==> config.mk <==
export PLATFORM = sky130hd
export DESIGN_NAME = linked_list_engine_top
export DESIGN_NICKNAME = d
export VERILOG_FILES = /design/src/sv/lle_pkg.sv /design/src/sv/lle_ram.sv /design/src/sv/lle_front.sv /design/src/sv/lle_fifo.sv /design/src/sv/lle_back.sv /design/src/sv/linked_list_engine_top.sv
export SDC_FILE = /design/constraint.sdc
export NUM_CORES = 1
export LEC_CHECK = 0
export ABC_AREA = 1
export BUFFER_PORTS_ARGS = -buffer_cell sky130_fd_sc_hd__buf_4
export CORE_MARGIN = 1
export CORE_UTILIZATION = 41
export DETAILED_ROUTE_END_ITERATION = 8
export GPL_TIMING_DRIVEN = 0
export PLACE_DENSITY = 0.63
export SLEW_MARGIN = 20
export SYNTH_ARGS = -nofsm -noshare
export SYNTH_HDL_FRONTEND = slang
export SYNTH_SLANG_ARGS = --single-unit
==> constraint.sdc <==
create_clock -name clk -period 5.3 [get_ports clk]
set_input_delay 0.53 -clock clk [delete_from_list [all_inputs] [get_ports clk]]
set_output_delay 0.53 -clock clk [all_outputs]
set_load 0.05 [all_outputs]
==> src/sv/lle_pkg.sv <==
`timescale 1ns / 1ps

package lle_pkg;

	// store size and result limits
	localparam int DEF_CAPACITY    = 16;
	localparam int DEF_QUEUE_DEPTH = 2;
	localparam int MAX_RESULTS     = 16;
	localparam int SHOW_W          = $clog2(MAX_RESULTS);

	// request codes
	localparam logic [2:0] REQ_INS_FRONT = 3'd0;
	localparam logic [2:0] REQ_INS_BACK  = 3'd1;
	localparam logic [2:0] REQ_DEL_FRONT = 3'd2;
	localparam logic [2:0] REQ_DEL_BACK  = 3'd3;
	localparam logic [2:0] REQ_DEL_POS   = 3'd4;
	localparam logic [2:0] REQ_SHOW      = 3'd5;

	// status codes
	localparam logic [1:0] ST_OK      = 2'd0;
	localparam logic [1:0] ST_EMPTY   = 2'd1;
	localparam logic [1:0] ST_INVALID = 2'd2;
	localparam logic [1:0] ST_FULL    = 2'd3;

	// classified operations handed from front to back
	localparam logic [2:0] OP_ERR       = 3'd0;
	localparam logic [2:0] OP_INS_FRONT = 3'd1;
	localparam logic [2:0] OP_INS_BACK  = 3'd2;
	localparam logic [2:0] OP_DEL       = 3'd3;
	localparam logic [2:0] OP_SHOW      = 3'd4;

	typedef struct packed {
		logic [2:0]         req_type;
		logic signed [31:0] item_value;
		logic [7:0]         position;
	} req_t;

	typedef struct packed {
		logic [1:0]         status;
		logic signed [31:0] result_value;
		logic               last;
		logic [4:0]         list_length;
	} rsp_t;

	typedef struct packed {
		logic [2:0]         op;
		logic [1:0]         status;
		logic signed [31:0] value;
		logic [7:0]         k;
		logic               was_empty;
		logic [SHOW_W-1:0]  show_last;
		logic [4:0]         len;
	} cmd_t;

endpackage

==> src/sv/lle_ram.sv <==
`timescale 1ns / 1ps

module lle_ram #(
	parameter int WIDTH = 32,
	parameter int DEPTH = 16,
	localparam int AW = (DEPTH > 1) ? $clog2(DEPTH) : 1
) (
	input  logic             clk,
	input  logic             we,
	input  logic [AW-1:0]    waddr,
	input  logic [WIDTH-1:0] wdata,
	input  logic             re,
	input  logic [AW-1:0]    raddr,
	output logic [WIDTH-1:0] rdata
);

	logic [WIDTH-1:0] mem [DEPTH];

	// single write port
	always_ff @(posedge clk) begin
		if (we) begin
			mem[waddr] <= wdata;
		end
	end

	// registered read, holds while not enabled
	always_ff @(posedge clk) begin
		if (re) begin
			rdata <= mem[raddr];
		end
	end

endmodule

==> src/sv/lle_front.sv <==
`timescale 1ns / 1ps

module lle_front
	import lle_pkg::*;
#(
	parameter int CAPACITY = DEF_CAPACITY
) (
	input  logic clk,
	input  logic arst_n,
	input  logic req_valid,
	output logic req_stall,
	input  req_t req_word,
	output logic push,
	output cmd_t cmd,
	input  logic full
);

	localparam int CW   = $clog2(CAPACITY + 1);
	localparam int CMPW = (CW > 8) ? CW : 8;

	logic [CW-1:0] count_q;
	logic [CW-1:0] count_nxt;

	assign req_stall = full;
	assign push      = req_valid && !full;

	// classify the request against the running entry count
	always_comb begin
		cmd.op        = OP_ERR;
		cmd.status    = ST_INVALID;
		cmd.value     = req_word.item_value;
		cmd.k         = '0;
		cmd.was_empty = (count_q == '0);
		cmd.show_last = '0;
		cmd.len       = 5'(count_q);
		count_nxt     = count_q;
		unique case (req_word.req_type)
			REQ_INS_FRONT, REQ_INS_BACK: begin
				if (count_q == CW'(CAPACITY)) begin
					cmd.status = ST_FULL;
				end else begin
					cmd.op     = (req_word.req_type == REQ_INS_FRONT) ? OP_INS_FRONT
						: OP_INS_BACK;
					cmd.status = ST_OK;
					count_nxt  = CW'(count_q + 1'b1);
					cmd.len    = 5'(count_nxt);
				end
			end
			REQ_DEL_FRONT, REQ_DEL_BACK, REQ_DEL_POS: begin
				if (count_q == '0) begin
					cmd.status = ST_EMPTY;
				end else if (req_word.req_type == REQ_DEL_POS
					&& (req_word.position == '0
					|| CMPW'(req_word.position) > CMPW'(count_q))) begin
					cmd.status = ST_INVALID;
				end else begin
					cmd.op     = OP_DEL;
					cmd.status = ST_OK;
					if (req_word.req_type == REQ_DEL_FRONT) begin
						cmd.k = '0;
					end else if (req_word.req_type == REQ_DEL_BACK) begin
						cmd.k = 8'(count_q - 1'b1);
					end else begin
						cmd.k = req_word.position - 8'd1;
					end
					count_nxt = CW'(count_q - 1'b1);
					cmd.len   = 5'(count_nxt);
				end
			end
			REQ_SHOW: begin
				if (count_q == '0) begin
					cmd.status = ST_EMPTY;
				end else begin
					cmd.op        = OP_SHOW;
					cmd.status    = ST_OK;
					cmd.show_last = (CMPW'(count_q) >= CMPW'(MAX_RESULTS))
						? SHOW_W'(MAX_RESULTS - 1) : SHOW_W'(count_q - 1'b1);
				end
			end
			default: begin
			end
		endcase
	end

	// entry count follows every accepted word
	always_ff @(posedge clk or negedge arst_n) begin
		if (!arst_n) begin
			count_q <= '0;
		end else if (push) begin
			count_q <= count_nxt;
		end
	end

endmodule

==> src/sv/lle_fifo.sv <==
`timescale 1ns / 1ps

module lle_fifo
	import lle_pkg::*;
#(
	parameter int DEPTH = DEF_QUEUE_DEPTH
) (
	input  logic clk,
	input  logic arst_n,
	input  logic push,
	input  cmd_t din,
	output logic full,
	output logic vld,
	output cmd_t dout,
	input  logic pop
);

	localparam int PW = (DEPTH > 1) ? $clog2(DEPTH) : 1;
	localparam int NW = $clog2(DEPTH + 1);

	cmd_t          slot_q [DEPTH];
	logic [PW-1:0] wptr_q;
	logic [PW-1:0] rptr_q;
	logic [NW-1:0] cnt_q;

	assign full = (cnt_q == NW'(DEPTH));
	assign vld  = (cnt_q != '0);
	assign dout = slot_q[rptr_q];

	// storage
	always_ff @(posedge clk) begin
		if (push) begin
			slot_q[wptr_q] <= din;
		end
	end

	// pointers and fill level
	always_ff @(posedge clk or negedge arst_n) begin
		if (!arst_n) begin
			wptr_q <= '0;
			rptr_q <= '0;
			cnt_q  <= '0;
		end else begin
			if (push) begin
				wptr_q <= (wptr_q == PW'(DEPTH - 1)) ? '0 : PW'(wptr_q + 1'b1);
			end
			if (pop) begin
				rptr_q <= (rptr_q == PW'(DEPTH - 1)) ? '0 : PW'(rptr_q + 1'b1);
			end
			if (push && !pop) begin
				cnt_q <= NW'(cnt_q + 1'b1);
			end else if (pop && !push) begin
				cnt_q <= NW'(cnt_q - 1'b1);
			end
		end
	end

	a_no_overflow: assert property (@(posedge clk) disable iff (!arst_n)
		push |-> (cnt_q < NW'(DEPTH)))
		else $error("queue written while full");

	a_no_underflow: assert property (@(posedge clk) disable iff (!arst_n)
		pop |-> (cnt_q != '0))
		else $error("queue read while empty");

	a_full_has_data: assert property (@(posedge clk) disable iff (!arst_n)
		full |-> vld)
		else $error("queue full without a word to read");

endmodule

==> src/sv/lle_back.sv <==
`timescale 1ns / 1ps

module lle_back
	import lle_pkg::*;
#(
	parameter int CAPACITY = DEF_CAPACITY
) (
	input  logic clk,
	input  logic arst_n,
	input  logic q_vld,
	input  cmd_t q_cmd,
	output logic q_pop,
	output logic rsp_valid,
	input  logic rsp_stall,
	output rsp_t rsp_word
);

	localparam int SW = $clog2(CAPACITY);

	localparam logic [3:0] S_IDLE       = 4'd0;
	localparam logic [3:0] S_ERR        = 4'd1;
	localparam logic [3:0] S_INS_PUT    = 4'd2;
	localparam logic [3:0] S_DEL_HEAD   = 4'd3;
	localparam logic [3:0] S_DEL_WALK   = 4'd4;
	localparam logic [3:0] S_DEL_UNLINK = 4'd5;
	localparam logic [3:0] S_DEL_FREE   = 4'd6;
	localparam logic [3:0] S_SHOW       = 4'd7;

	logic [3:0]        state_q;
	cmd_t              cmd_q;
	logic [SW-1:0]     head_q;
	logic [SW-1:0]     tail_q;
	logic [SW-1:0]     free_q;
	logic [SW-1:0]     cur_q;
	logic [SW-1:0]     s_q;
	logic [SW-1:0]     walk_q;
	logic [SHOW_W-1:0] show_q;
	logic              lvld_q [CAPACITY];
	logic              lvld_s1;
	logic [SW-1:0]     lra_s1;
	logic              rsp_valid_q;
	rsp_t              rsp_word_q;

	logic              lnk_we;
	logic [SW-1:0]     lnk_wa;
	logic [SW-1:0]     lnk_wd;
	logic              lnk_re;
	logic [SW-1:0]     lnk_ra;
	logic [SW-1:0]     lnk_ram;
	logic [SW-1:0]     lnk_rd;
	logic              val_we;
	logic [SW-1:0]     val_wa;
	logic [31:0]       val_wd;
	logic              val_re;
	logic [SW-1:0]     val_ra;
	logic [31:0]       val_rd;
	logic              out_free;
	logic              emit;
	logic              walk_done;
	logic              show_end;
	rsp_t              emit_word;

	// node value and link stores
	lle_ram #(.WIDTH(32), .DEPTH(CAPACITY)) u_val_ram (
		.clk   (clk),
		.we    (val_we),
		.waddr (val_wa),
		.wdata (val_wd),
		.re    (val_re),
		.raddr (val_ra),
		.rdata (val_rd)
	);

	lle_ram #(.WIDTH(SW), .DEPTH(CAPACITY)) u_lnk_ram (
		.clk   (clk),
		.we    (lnk_we),
		.waddr (lnk_wa),
		.wdata (lnk_wd),
		.re    (lnk_re),
		.raddr (lnk_ra),
		.rdata (lnk_ram)
	);

	// a never written link still holds the initial free chain
	assign lnk_rd = lvld_s1 ? lnk_ram
		: ((lra_s1 == SW'(CAPACITY - 1)) ? '0 : SW'(lra_s1 + 1'b1));

	assign out_free  = !rsp_valid_q || !rsp_stall;
	assign walk_done = (walk_q == cmd_q.k[SW-1:0]);
	assign show_end  = (show_q == cmd_q.show_last);
	assign rsp_valid = rsp_valid_q;
	assign rsp_word  = rsp_word_q;

	// store access and result word per state
	always_comb begin
		lnk_we = 1'b0;
		lnk_wa = free_q;
		lnk_wd = free_q;
		lnk_re = 1'b0;
		lnk_ra = head_q;
		val_we = 1'b0;
		val_wa = free_q;
		val_wd = cmd_q.value;
		val_re = 1'b0;
		val_ra = head_q;
		q_pop  = 1'b0;
		emit   = 1'b0;
		emit_word.status       = ST_OK;
		emit_word.result_value = val_rd;
		emit_word.last         = 1'b1;
		emit_word.list_length  = cmd_q.len;
		unique case (state_q)
			S_IDLE: begin
				q_pop = q_vld;
				if (q_vld) begin
					unique case (q_cmd.op)
						OP_INS_FRONT, OP_INS_BACK: begin
							lnk_re = 1'b1;
							lnk_ra = free_q;
						end
						OP_DEL: begin
							lnk_re = 1'b1;
							val_re = (q_cmd.k == '0);
						end
						OP_SHOW: begin
							lnk_re = 1'b1;
							val_re = 1'b1;
						end
						default: begin
						end
					endcase
				end
			end
			S_ERR: begin
				emit = out_free;
				emit_word.status       = cmd_q.status;
				emit_word.result_value = '0;
			end
			S_INS_PUT: begin
				emit = out_free;
				emit_word.result_value = cmd_q.value;
				val_we = out_free;
				if (!cmd_q.was_empty) begin
					lnk_we = out_free;
					if (cmd_q.op == OP_INS_FRONT) begin
						lnk_wa = free_q;
						lnk_wd = head_q;
					end else begin
						lnk_wa = tail_q;
						lnk_wd = free_q;
					end
				end
			end
			S_DEL_HEAD: begin
			end
			S_DEL_WALK: begin
				lnk_re = 1'b1;
				lnk_ra = lnk_rd;
				val_re = walk_done;
				val_ra = lnk_rd;
			end
			S_DEL_UNLINK: begin
				lnk_we = 1'b1;
				lnk_wa = cur_q;
				lnk_wd = lnk_rd;
			end
			S_DEL_FREE: begin
				emit   = out_free;
				lnk_we = out_free;
				lnk_wa = s_q;
				lnk_wd = free_q;
			end
			S_SHOW: begin
				emit           = out_free;
				emit_word.last = show_end;
				lnk_re         = out_free && !show_end;
				lnk_ra         = lnk_rd;
				val_re         = out_free && !show_end;
				val_ra         = lnk_rd;
			end
			default: begin
			end
		endcase
	end

	// sequencer and list pointers
	always_ff @(posedge clk or negedge arst_n) begin
		if (!arst_n) begin
			state_q <= S_IDLE;
			head_q  <= '0;
			tail_q  <= '0;
			free_q  <= '0;
		end else begin
			unique case (state_q)
				S_IDLE: begin
					if (q_vld) begin
						unique case (q_cmd.op)
							OP_INS_FRONT, OP_INS_BACK: state_q <= S_INS_PUT;
							OP_DEL: state_q <= (q_cmd.k == '0) ? S_DEL_HEAD : S_DEL_WALK;
							OP_SHOW: state_q <= S_SHOW;
							default: state_q <= S_ERR;
						endcase
					end
				end
				S_ERR: begin
					if (out_free) begin
						state_q <= S_IDLE;
					end
				end
				S_INS_PUT: begin
					if (out_free) begin
						free_q <= lnk_rd;
						if (cmd_q.was_empty) begin
							head_q <= free_q;
							tail_q <= free_q;
						end else if (cmd_q.op == OP_INS_FRONT) begin
							head_q <= free_q;
						end else begin
							tail_q <= free_q;
						end
						state_q <= S_IDLE;
					end
				end
				S_DEL_HEAD: begin
					head_q  <= lnk_rd;
					state_q <= S_DEL_FREE;
				end
				S_DEL_WALK: begin
					if (walk_done) begin
						state_q <= S_DEL_UNLINK;
					end
				end
				S_DEL_UNLINK: begin
					if (s_q == tail_q) begin
						tail_q <= cur_q;
					end
					state_q <= S_DEL_FREE;
				end
				S_DEL_FREE: begin
					if (out_free) begin
						free_q  <= s_q;
						state_q <= S_IDLE;
					end
				end
				S_SHOW: begin
					if (out_free && show_end) begin
						state_q <= S_IDLE;
					end
				end
				default: state_q <= S_IDLE;
			endcase
		end
	end

	// working registers of the current command
	always_ff @(posedge clk) begin
		if (state_q == S_IDLE && q_vld) begin
			cmd_q  <= q_cmd;
			s_q    <= head_q;
			cur_q  <= head_q;
			walk_q <= SW'(1);
			show_q <= '0;
		end
		if (state_q == S_DEL_WALK) begin
			if (walk_done) begin
				s_q <= lnk_rd;
			end else begin
				cur_q  <= lnk_rd;
				walk_q <= SW'(walk_q + 1'b1);
			end
		end
		if (state_q == S_SHOW && out_free) begin
			show_q <= SHOW_W'(show_q + 1'b1);
		end
	end

	// link written flags
	always_ff @(posedge clk or negedge arst_n) begin
		if (!arst_n) begin
			for (int i = 0; i < CAPACITY; i++) begin
				lvld_q[i] <= 1'b0;
			end
		end else if (lnk_we) begin
			lvld_q[lnk_wa] <= 1'b1;
		end
	end

	// flag and address of the pending link read
	always_ff @(posedge clk) begin
		if (lnk_re) begin
			lvld_s1 <= lvld_q[lnk_ra];
			lra_s1  <= lnk_ra;
		end
	end

	// output register
	always_ff @(posedge clk or negedge arst_n) begin
		if (!arst_n) begin
			rsp_valid_q <= 1'b0;
		end else if (emit) begin
			rsp_valid_q <= 1'b1;
		end else if (!rsp_stall) begin
			rsp_valid_q <= 1'b0;
		end
	end

	always_ff @(posedge clk) begin
		if (emit) begin
			rsp_word_q <= emit_word;
		end
	end

	a_walk_bound: assert property (@(posedge clk) disable iff (!arst_n)
		(state_q == S_DEL_WALK) |-> (walk_q <= cmd_q.k[SW-1:0]))
		else $error("position walk ran past its target");

	a_free_moves: assert property (@(posedge clk) disable iff (!arst_n)
		!$stable(free_q) |->
		($past(state_q) == S_INS_PUT || $past(state_q) == S_DEL_FREE))
		else $error("free chain head moved outside insert or release");

	a_word_source: assert property (@(posedge clk) disable iff (!arst_n)
		$rose(rsp_valid_q) |->
		($past(state_q) == S_ERR || $past(state_q) == S_INS_PUT
		|| $past(state_q) == S_DEL_FREE || $past(state_q) == S_SHOW))
		else $error("result word raised outside a result state");

endmodule

==> src/sv/linked_list_engine_top.sv <==
`timescale 1ns / 1ps

// linked list engine: ordered list of signed 32-bit values in a node store
// request channel: req_valid, req_stall, req_word (request type, value, position)
// response channel: rsp_valid, rsp_stall, rsp_word (status, value, last, length)
// a word moves at a clock edge with valid high and stall low
// every request gives one response word; display gives one word per entry
// from head to tail, at most 16, with last set on the final one
// the front classifies requests and keeps the entry count, then queues them;
// the back walks the link store one node per cycle, but during display
// only while the response word is not stalled
// the link store has a single read port
// the queue lets requests enter while the back is busy
// reset clears the list, rebuilds the free chain and empties the queue
// while rsp_stall is high a pending word holds; the back waits to emit more
module linked_list_engine_top
	import lle_pkg::*;
#(
	parameter int CAPACITY    = DEF_CAPACITY,
	parameter int QUEUE_DEPTH = DEF_QUEUE_DEPTH
) (
	input  logic clk,
	input  logic arst_n,
	input  logic req_valid,
	output logic req_stall,
	input  req_t req_word,
	output logic rsp_valid,
	input  logic rsp_stall,
	output rsp_t rsp_word
);

	logic push;
	logic full;
	logic q_vld;
	logic q_pop;
	cmd_t f_cmd;
	cmd_t q_cmd;

	// classify and count
	lle_front #(.CAPACITY(CAPACITY)) u_front (
		.clk       (clk),
		.arst_n    (arst_n),
		.req_valid (req_valid),
		.req_stall (req_stall),
		.req_word  (req_word),
		.push      (push),
		.cmd       (f_cmd),
		.full      (full)
	);

	// command queue between front and back
	lle_fifo #(.DEPTH(QUEUE_DEPTH)) u_fifo (
		.clk    (clk),
		.arst_n (arst_n),
		.push   (push),
		.din    (f_cmd),
		.full   (full),
		.vld    (q_vld),
		.dout   (q_cmd),
		.pop    (q_pop)
	);

	// list walker and store
	lle_back #(.CAPACITY(CAPACITY)) u_back (
		.clk       (clk),
		.arst_n    (arst_n),
		.q_vld     (q_vld),
		.q_cmd     (q_cmd),
		.q_pop     (q_pop),
		.rsp_valid (rsp_valid),
		.rsp_stall (rsp_stall),
		.rsp_word  (rsp_word)
	);

endmodule
== Word-level counts from Yosys, hierarchy flattened ==
Memories as Yosys holds them, arrays and structs flattened. A register that Yosys moved wholly into a read port is not among the register bits.
Cells that the tools add are included.

* Flip-flop bits (word level): 154
* Memory bits (writable): 686
* Input bits: 47
* Output and inout port bits: 42
* Word-level logic and storage cells: 230
* Memories kept: 3

{| class="wikitable"
|+ Memory list
! name !! depth !! width !! rd ports !! clocked after memory_dff !! write ports !! RTL line !! RTL
|-
| u_back.u_val_ram.mem || 16 || 32 || 1 || 1 || 1 || lle_ram.sv:17 || <nowiki>logic [WIDTH-1:0] mem [DEPTH];</nowiki>
|-
| u_fifo.slot_q || 2 || 55 || 1 || 0 || 1 || lle_fifo.sv:21 || <nowiki>cmd_t slot_q [DEPTH];</nowiki>
|-
| u_back.u_lnk_ram.mem || 16 || 4 || 1 || 1 || 1 || lle_ram.sv:17 ||
|}

* Add/sub/neg operators: 11
* $lt $le $gt $ge: 5
* Equal/unequal tests: 33
* Mux-type cells: 93
* Bitwise gates (word level): 3
* Reductions and logical operators: 40

{| class="wikitable"
|+ Operators by type and width
! kind !! count
|-
| $mux 4 || 36
|-
| $pmux 32 s2 || 1
|-
| $mux 8 || 5
|-
| $pmux 4 s2 || 5
|-
| $pmux 4 s3 || 2
|-
| $mux 1 || 21
|-
| $pmux 4 s5 || 1
|-
| $eq 4x3->1 const B || 4
|-
| $logic_not 8->1 || 2
|-
| $mux 2 || 8
|-
| $ne 2x1->1 const B || 8
|-
| $or 16x16->16 || 1
|-
| $ge 5x5->1 const B || 3
|-
| $mux 5 || 3
|-
| $pmux 5 s3 || 1
|-
| $add 4x1->4 const B || 3
|-
| $eq 3x2->1 const B || 4
|-
| $eq 4x4->1 || 3
|-
| $reduce_bool 2->1 || 6
|-
| $not 4->5 || 2
|-
| $pmux 5 s2 || 1
|-
| $eq 3x1->1 const B || 3
|-
| $eq 3x3->1 const B || 3
|-
| $logic_and 1x1->1 || 9
|-
| other kinds (31) || 50
|}

== Longest topological paths before layout ==
* Word-level depth: 10
* Depth in mapped cells: 16

== By module ==
From an unflattened synthesis, not the netlist that was laid out.

* Cells, all modules: 3468
* Area total of the unflattened synthesis: 38070.3 um2

{| class="wikitable"
|+ Modules (own cells, without submodules)
! module !! instances !! cells each !! area an instance (um2) !! seq. area each (um2)
|-
| lle_ram at u_back.u_val_ram || 1 || 2120 || 23050.9 || 16335.7
|-
| lle_back || 1 || 642 || 6381.1 || 4043.9
|-
| lle_fifo || 1 || 196 || 4340.4 || 3403.3
|-
| lle_ram at u_back.u_lnk_ram || 1 || 292 || 3007.9 || 2042.0
|-
| lle_front || 1 || 218 || 1290.0 || 125.1
|}

== Worst setup path before layout ==
Ideal clock, no wire load.

* Path type: register to register
* Start: reg u_back.state_q[2]
* End: reg u_back.u_val_ram.rdata[0], read port of u_back.u_val_ram.mem, enable pin
* Library setup time: 0.431 ns
* Arrival: 3.696 ns
* Required time: 4.869 ns
* Setup slack: 1.173 ns
* Stages on the path, launching flop included: 8
* Buffers on the path: 2
* Clock period less this slack: 4.127 ns
* Path through: dfrtp_1 -> buf_2 -> inv_1 -> nand2_1 -> nor2_4 -> inv_1 -> clkbuf_1 -> o211ai_1

{| class="wikitable"
|+ RTL lines
! item !! RTL line !! RTL
|-
| start, declared || lle_back.sv:29 || <nowiki>logic [3:0] state_q;</nowiki>
|-
| start signal, assigned || lle_back.sv:199 || <nowiki>OP_DEL: state_q <= (q_cmd.k == '0) ? S_DEL_HEAD : S_DEL_WALK;</nowiki>
|-
| $eq 4x3->1 or $logic_not 4->1 (tied branches) || lle_back.sv:112 || <nowiki>unique case (state_q)</nowiki>
|-
| $pmux 1 s3 (*) || lle_back.sv:112 ||
|-
| named net u_back.u_val_ram.re || lle_ram.sv:12 || <nowiki>input logic re,</nowiki>
|-
| end, declared || lle_ram.sv:14 || <nowiki>output logic [WIDTH-1:0] rdata</nowiki>
|}

The timed path passes the listed nets; every way through them passes the cells marked *.
A chain may end at the register's enable or synchronous reset.

== Worst setup path after layout ==
* Start: reg u_back.state_q[0]
* End: mem u_back.u_val_ram.mem[8][5], enable pin

* Word-level cells in the longest chain between the ends: 4

{| class="wikitable"
|+ Ends and longest elaborated chain
! item !! RTL line !! RTL
|-
| $eq 4x2->1 || lle_back.sv:112 ||
|-
| $mux 1 || lle_back.sv:112 ||
|-
| $mux 1 || lle_ram.sv:21 || <nowiki>if (we) begin</nowiki>
|-
| $mux 1 (not written as such) || lle_ram.sv:22 || <nowiki>mem[waddr] <= wdata;</nowiki>
|-
| end, declared || lle_ram.sv:17 ||
|}

Every way passes these cells.

==> impl_metrics.yaml <==
outcome:
  status: "complete, no violations"
sta:
  fin_hold_ws_ns: 0.0509
  finalWorstPathRequiredPeriod_ns: 3.87
  worst_slew_margin_rel_pct: 26.4
  worst_clock_skew_ns: 0.0304
  maxSlewViolCount: 0
  report.final.hold_viol_count: 0
  finalWorstSetupSlack_ns: 1.43
  max_clock_freq_mhz: 258
  setup_viol: 0
  final.period_utilization_pct: 73.0
  tightestPinTransition_ns: 1.10
  rsz0062_at_grt: "false"
global_routing:
  global_route.usage.met2_pct: 35.3
  gr-total-overflow: 0
  grt-busiest-layer: "met2"
  grtUsageMet3_pct: 5.60
  initial_antenna_violation_count: 5
  met1_usage_pct: 29.9
  vias_in_the_first_global_route: 23000
  globalRouteTotalUtil_pct: 22.3
  wire_length_of_the_first_global_routing_pass_mm: 147
  maximum_number_of_pins_on_one_net_before_global_route_repair: 42
logic_synthesis:
  synth_top_cells_by_count: "sky130_fd_sc_hd__edfxtp_1, sky130_fd_sc_hd__nand2_1, sky130_fd_sc_hd__inv_1"
  number_of_enable_flip_flop_cells_after_synthesis: 822
  post_synth_instance_area_sq_um: 36000
  synthDominantAreaCellType: "sky130_fd_sc_hd__edfxtp_1"
  synth.lib_cells_used.distinct: 49
  syn-mean-instance-area_sq_um: 12.3
  asyncSetResetFlopFracSynth_pct: 4.69
  postSynthRegisterBits: 875
  synth.top_cells.by_area: "sky130_fd_sc_hd__edfxtp_1, sky130_fd_sc_hd__nand2_1, sky130_fd_sc_hd__o211ai_1"
  synth-main-ff-cell: "sky130_fd_sc_hd__edfxtp_1"
  post-synth-top-area-fraction_pct: 68.5
  post-synth-top-count-cell: "sky130_fd_sc_hd__edfxtp_1"
  synth.net_count: 2984
  ys_seq_area_share_pct: 72.0
  synth_cells: 2925
  ys.warnings.count: 0
power:
  internal_dissipation_uw: 16300
  switching_power_of_the_nets_uw: 11900
  powerDensity_nw_per_um2: 674
  power.static_leakage_uw: 0.0152
  p_comb_share_pct: 39.1
  seq_power_share_pct: 38.8
  p_clk_share_pct: 22.0
  report.power.total_uw: 28300
  power.switching_fraction_pct: 42.2
  irDropWorstVdd_uv: 356
worst_hold_path:
  min_path_type: "in -> reg"
  timing.hold.worst_path_depth: 1
  whs_endpoint: "u_fifo.slot_q[1][22]"
  worstHoldStart: "req_word[12]"
placement:
  io_buffer_count: 88
  detailedPlacementHpwl_mm: 67.9
  dpl_cell_area_sq_um: 39000
  place.gp.congestion: 0.890
  dpl.cell_count: 4205
  preCtsSetupSlack_ns: 1.63
drt:
  dr_total_vias: 24000
  detailed_routing_iteration_count_for_the_pre_antenna_repair_pass: 8
  detail_route.drc_violations: 0
  drt_first_iter_violations: 2911
  post_drt_wl_per_cell_microns: 23.0
  post_drt_via_cell_ratio: 5.48
  route.final.wire_length_mm: 101
  postRouteAntennaNets: 0
final_layout:
  fill_cells: 7644
  finish.cell_count_without_fillers: 4377
  area_growth_syn_to_layout_pct: 16.3
  design_area_sq_um: 41900
  drive_above_1_share_pct: 12.0
  final_nets: 3204
floorplanning:
  floorplan.initialDensity_pct: 41.5
  floorplan.rows: 108
  die_height_microns: 298
  total_die_area_sq_um: 89100
  boundaryPins: 89
  core_region_area_sq_um: 86900
  die-width_microns: 298
cts:
  worst_skew_pair.late_latency_ns: 0.67
  cts.root.buffer_cell: "sky130_fd_sc_hd__clkbuf_16"
  total_clock_buffers_created_by_cts: 92
  numClockSinks: 875
  number_of_buffers_on_the_longest_clock_path: 3
  postCtsSetupRepairBufs: 0
  post_cts.resized_instances: 0
  tritoncts: "yes"
  clkTransAtPathRegs_ns: 0.06
  cts_max_level: 3
critical_path:
  r2r_setup_slack_ns: 1.43
  crit_path_max_fanout: 17
  crit_path_max_incr_delay_ns: 0.75
  regToRegEndpoint: "u_back.u_val_ram.mem[8][5]"
  cp.arrival_ns: 4.22
  timing.critical_path.required_ns: 5.65
  cpMaxStageDelayCell: "sky130_fd_sc_hd__nor2_4"
  critical_path_class: "reg -> reg"
  worstSetupEndpointType: "flip-flop"
  reg2reg_depth: 8
  critical_path.reg2reg.startpoint: "u_back.state_q[0]"
  crit_chain: "inv_1 -> nand2_1 -> nor2_2 -> inv_2 -> nor2_1 -> nand3_1 -> nor2_4 -> buf_16"
  startpoint_types: "flip-flop"
job:
  cap_viol_max_count: 0
flip-flops by register name (all words and copies together) (netlist names), 2 cells and up:
signal                  count
u_back.lra_s1               4
u_back.u_val_ram.mem      512
u_back.s_q                  4
u_back.cur_q                4
u_back.rsp_word            40
u_back.cmd_q               19
u_front.count_q             5
u_back.state_q              3
u_back.u_val_ram.rdata     32
u_back.head_q               4
u_back.walk_q               4
u_back.u_lnk_ram.rdata      4
u_back.lvld_q              16
u_back.free_q               4
u_back.val_wd              32
u_back.tail_q               4
u_fifo.cnt_q                2
u_back.show_q               4
u_back.u_lnk_ram.mem       64
u_fifo.slot_q             110
cells by family (layout without fill, tap and decap cells):
group,count (synthesis),in the layout,synth area share [%]
XOR/XNOR,24,24,0.583
flip-flops,875,875,72.0
buffers and inverters,451,746,5.11
AND/OR/NAND/NOR,878,878,10.3
AO/OA/AOI/OAI,672,672,11.2
multiplexers,13,13,0.406
other,0,2,0
adder cells (fa/ha/maj),12,12,0.417
per-layer routing:
| metal | vias to the layer above | routed length, microns |
|---|---|---|
| met5 | - | 27 |
| met4 | 4 | 2740 |
| met3 | 168 | 10900 |
| met2 | 1186 | 46500 |
| met1 | 11700 | 40500 |
| li1 | 11000 | - |
placed cells by master, fill, tap and decap left out, types with 5 or more instances in the layout:
master | synthesis | final
sky130_fd_sc_hd__a21oi_1 | 173 | 173
sky130_fd_sc_hd__buf_12 | 0 | 14
sky130_fd_sc_hd__buf_16 | 0 | 12
sky130_fd_sc_hd__buf_2 | 65 | 65
sky130_fd_sc_hd__buf_4 | 9 | 105
sky130_fd_sc_hd__buf_6 | 4 | 6
sky130_fd_sc_hd__bufinv_16 | 0 | 6
sky130_fd_sc_hd__clkbuf_1 | 78 | 97
sky130_fd_sc_hd__clkbuf_16 | 0 | 92
sky130_fd_sc_hd__clkinv_1 | 5 | 30
sky130_fd_sc_hd__clkinv_2 | 0 | 9
sky130_fd_sc_hd__clkinvlp_4 | 0 | 7
sky130_fd_sc_hd__dfrtp_1 | 41 | 41
sky130_fd_sc_hd__dfxtp_1 | 12 | 12
sky130_fd_sc_hd__edfxtp_1 | 822 | 822
sky130_fd_sc_hd__ha_1 | 12 | 12
sky130_fd_sc_hd__inv_1 | 282 | 282
sky130_fd_sc_hd__inv_2 | 5 | 5
sky130_fd_sc_hd__mux2_2 | 11 | 11
sky130_fd_sc_hd__nand2_1 | 530 | 530
sky130_fd_sc_hd__nand2_2 | 7 | 7
sky130_fd_sc_hd__nand3_1 | 192 | 192
sky130_fd_sc_hd__nand3b_1 | 20 | 20
sky130_fd_sc_hd__nand4_1 | 6 | 6
sky130_fd_sc_hd__nor2_1 | 103 | 84
sky130_fd_sc_hd__nor2_4 | 1 | 20
sky130_fd_sc_hd__o211ai_1 | 226 | 226
sky130_fd_sc_hd__o21ai_0 | 204 | 204
sky130_fd_sc_hd__o21ai_1 | 36 | 36
sky130_fd_sc_hd__o22ai_1 | 6 | 6
sky130_fd_sc_hd__xnor2_1 | 8 | 8
sky130_fd_sc_hd__xor2_1 | 16 | 16
worst max path at each step:
| stage | startpoint | end | slack (ns) |
|---|---|---|---|
| after floorplan | u_back.state_q[2] | u_back.u_val_ram.rdata[0] | 1.17 |
| after global placement | u_back.state_q[2] | u_back.u_val_ram.rdata[17] | -1.39 |
| after detailed placement | u_back.state_q[0] | u_back.u_val_ram.mem[9][5] | 1.63 |
| after CTS | u_back.state_q[0] | u_back.u_val_ram.mem[9][5] | 1.61 |
| after global routing | u_back.state_q[0] | u_back.u_val_ram.mem[9][5] | 1.39 |
| final | u_back.state_q[0] | u_back.u_val_ram.mem[8][5] | 1.43 |
power by group through the flow:
stage | logic (uW) | registers (uW) | clock network, uW
after CTS | 10900 | 10900 | 6290
after global placement | 10400 | 11100 | 0
after floorplan | 6080 | 11100 | 0
after global routing | 11900 | 11100 | 6560
final | 11100 | 11000 | 6220
after detailed placement | 10800 | 11100 | 0
stage by stage:
step	setup TNS, ns	utilization, %
after floorplan	0	-
after global placement	-99.48	43.9
after detailed placement	0	44.9
after CTS	0	48.2
after global routing	0	48.2
final	0	48.2
layout make-up:
cell class | instances | area (sq um) | share of cell area [%]
Antenna cell | 2 | 5.00 | 0.0119
Buffer | 158 | 738 | 1.76
Clock buffer | 111 | 2370 | 5.66
Clock inverter | 58 | 520 | 1.24
Inverter | 293 | 1100 | 2.63
Multi-Input combinational cell | 1599 | 8400 | 20.0
Sequential cell | 875 | 25900 | 61.9
Tap cell | 1155 | 1450 | 3.45
Timing Repair Buffer | 126 | 1380 | 3.29
critical path: cells and delay by family (launching register included):
family,cells,cell delay [ns]
buf+inv,3,0.67
flops,1,0.42
simple gates,5,2.43
repair_timing:
item	4_1_cts	5_1_grt
endpoints found under the setup margin	0	0
hold buffers	1	0
hold endpoints to repair	41	0
Power figures use the tool's default switching activity.
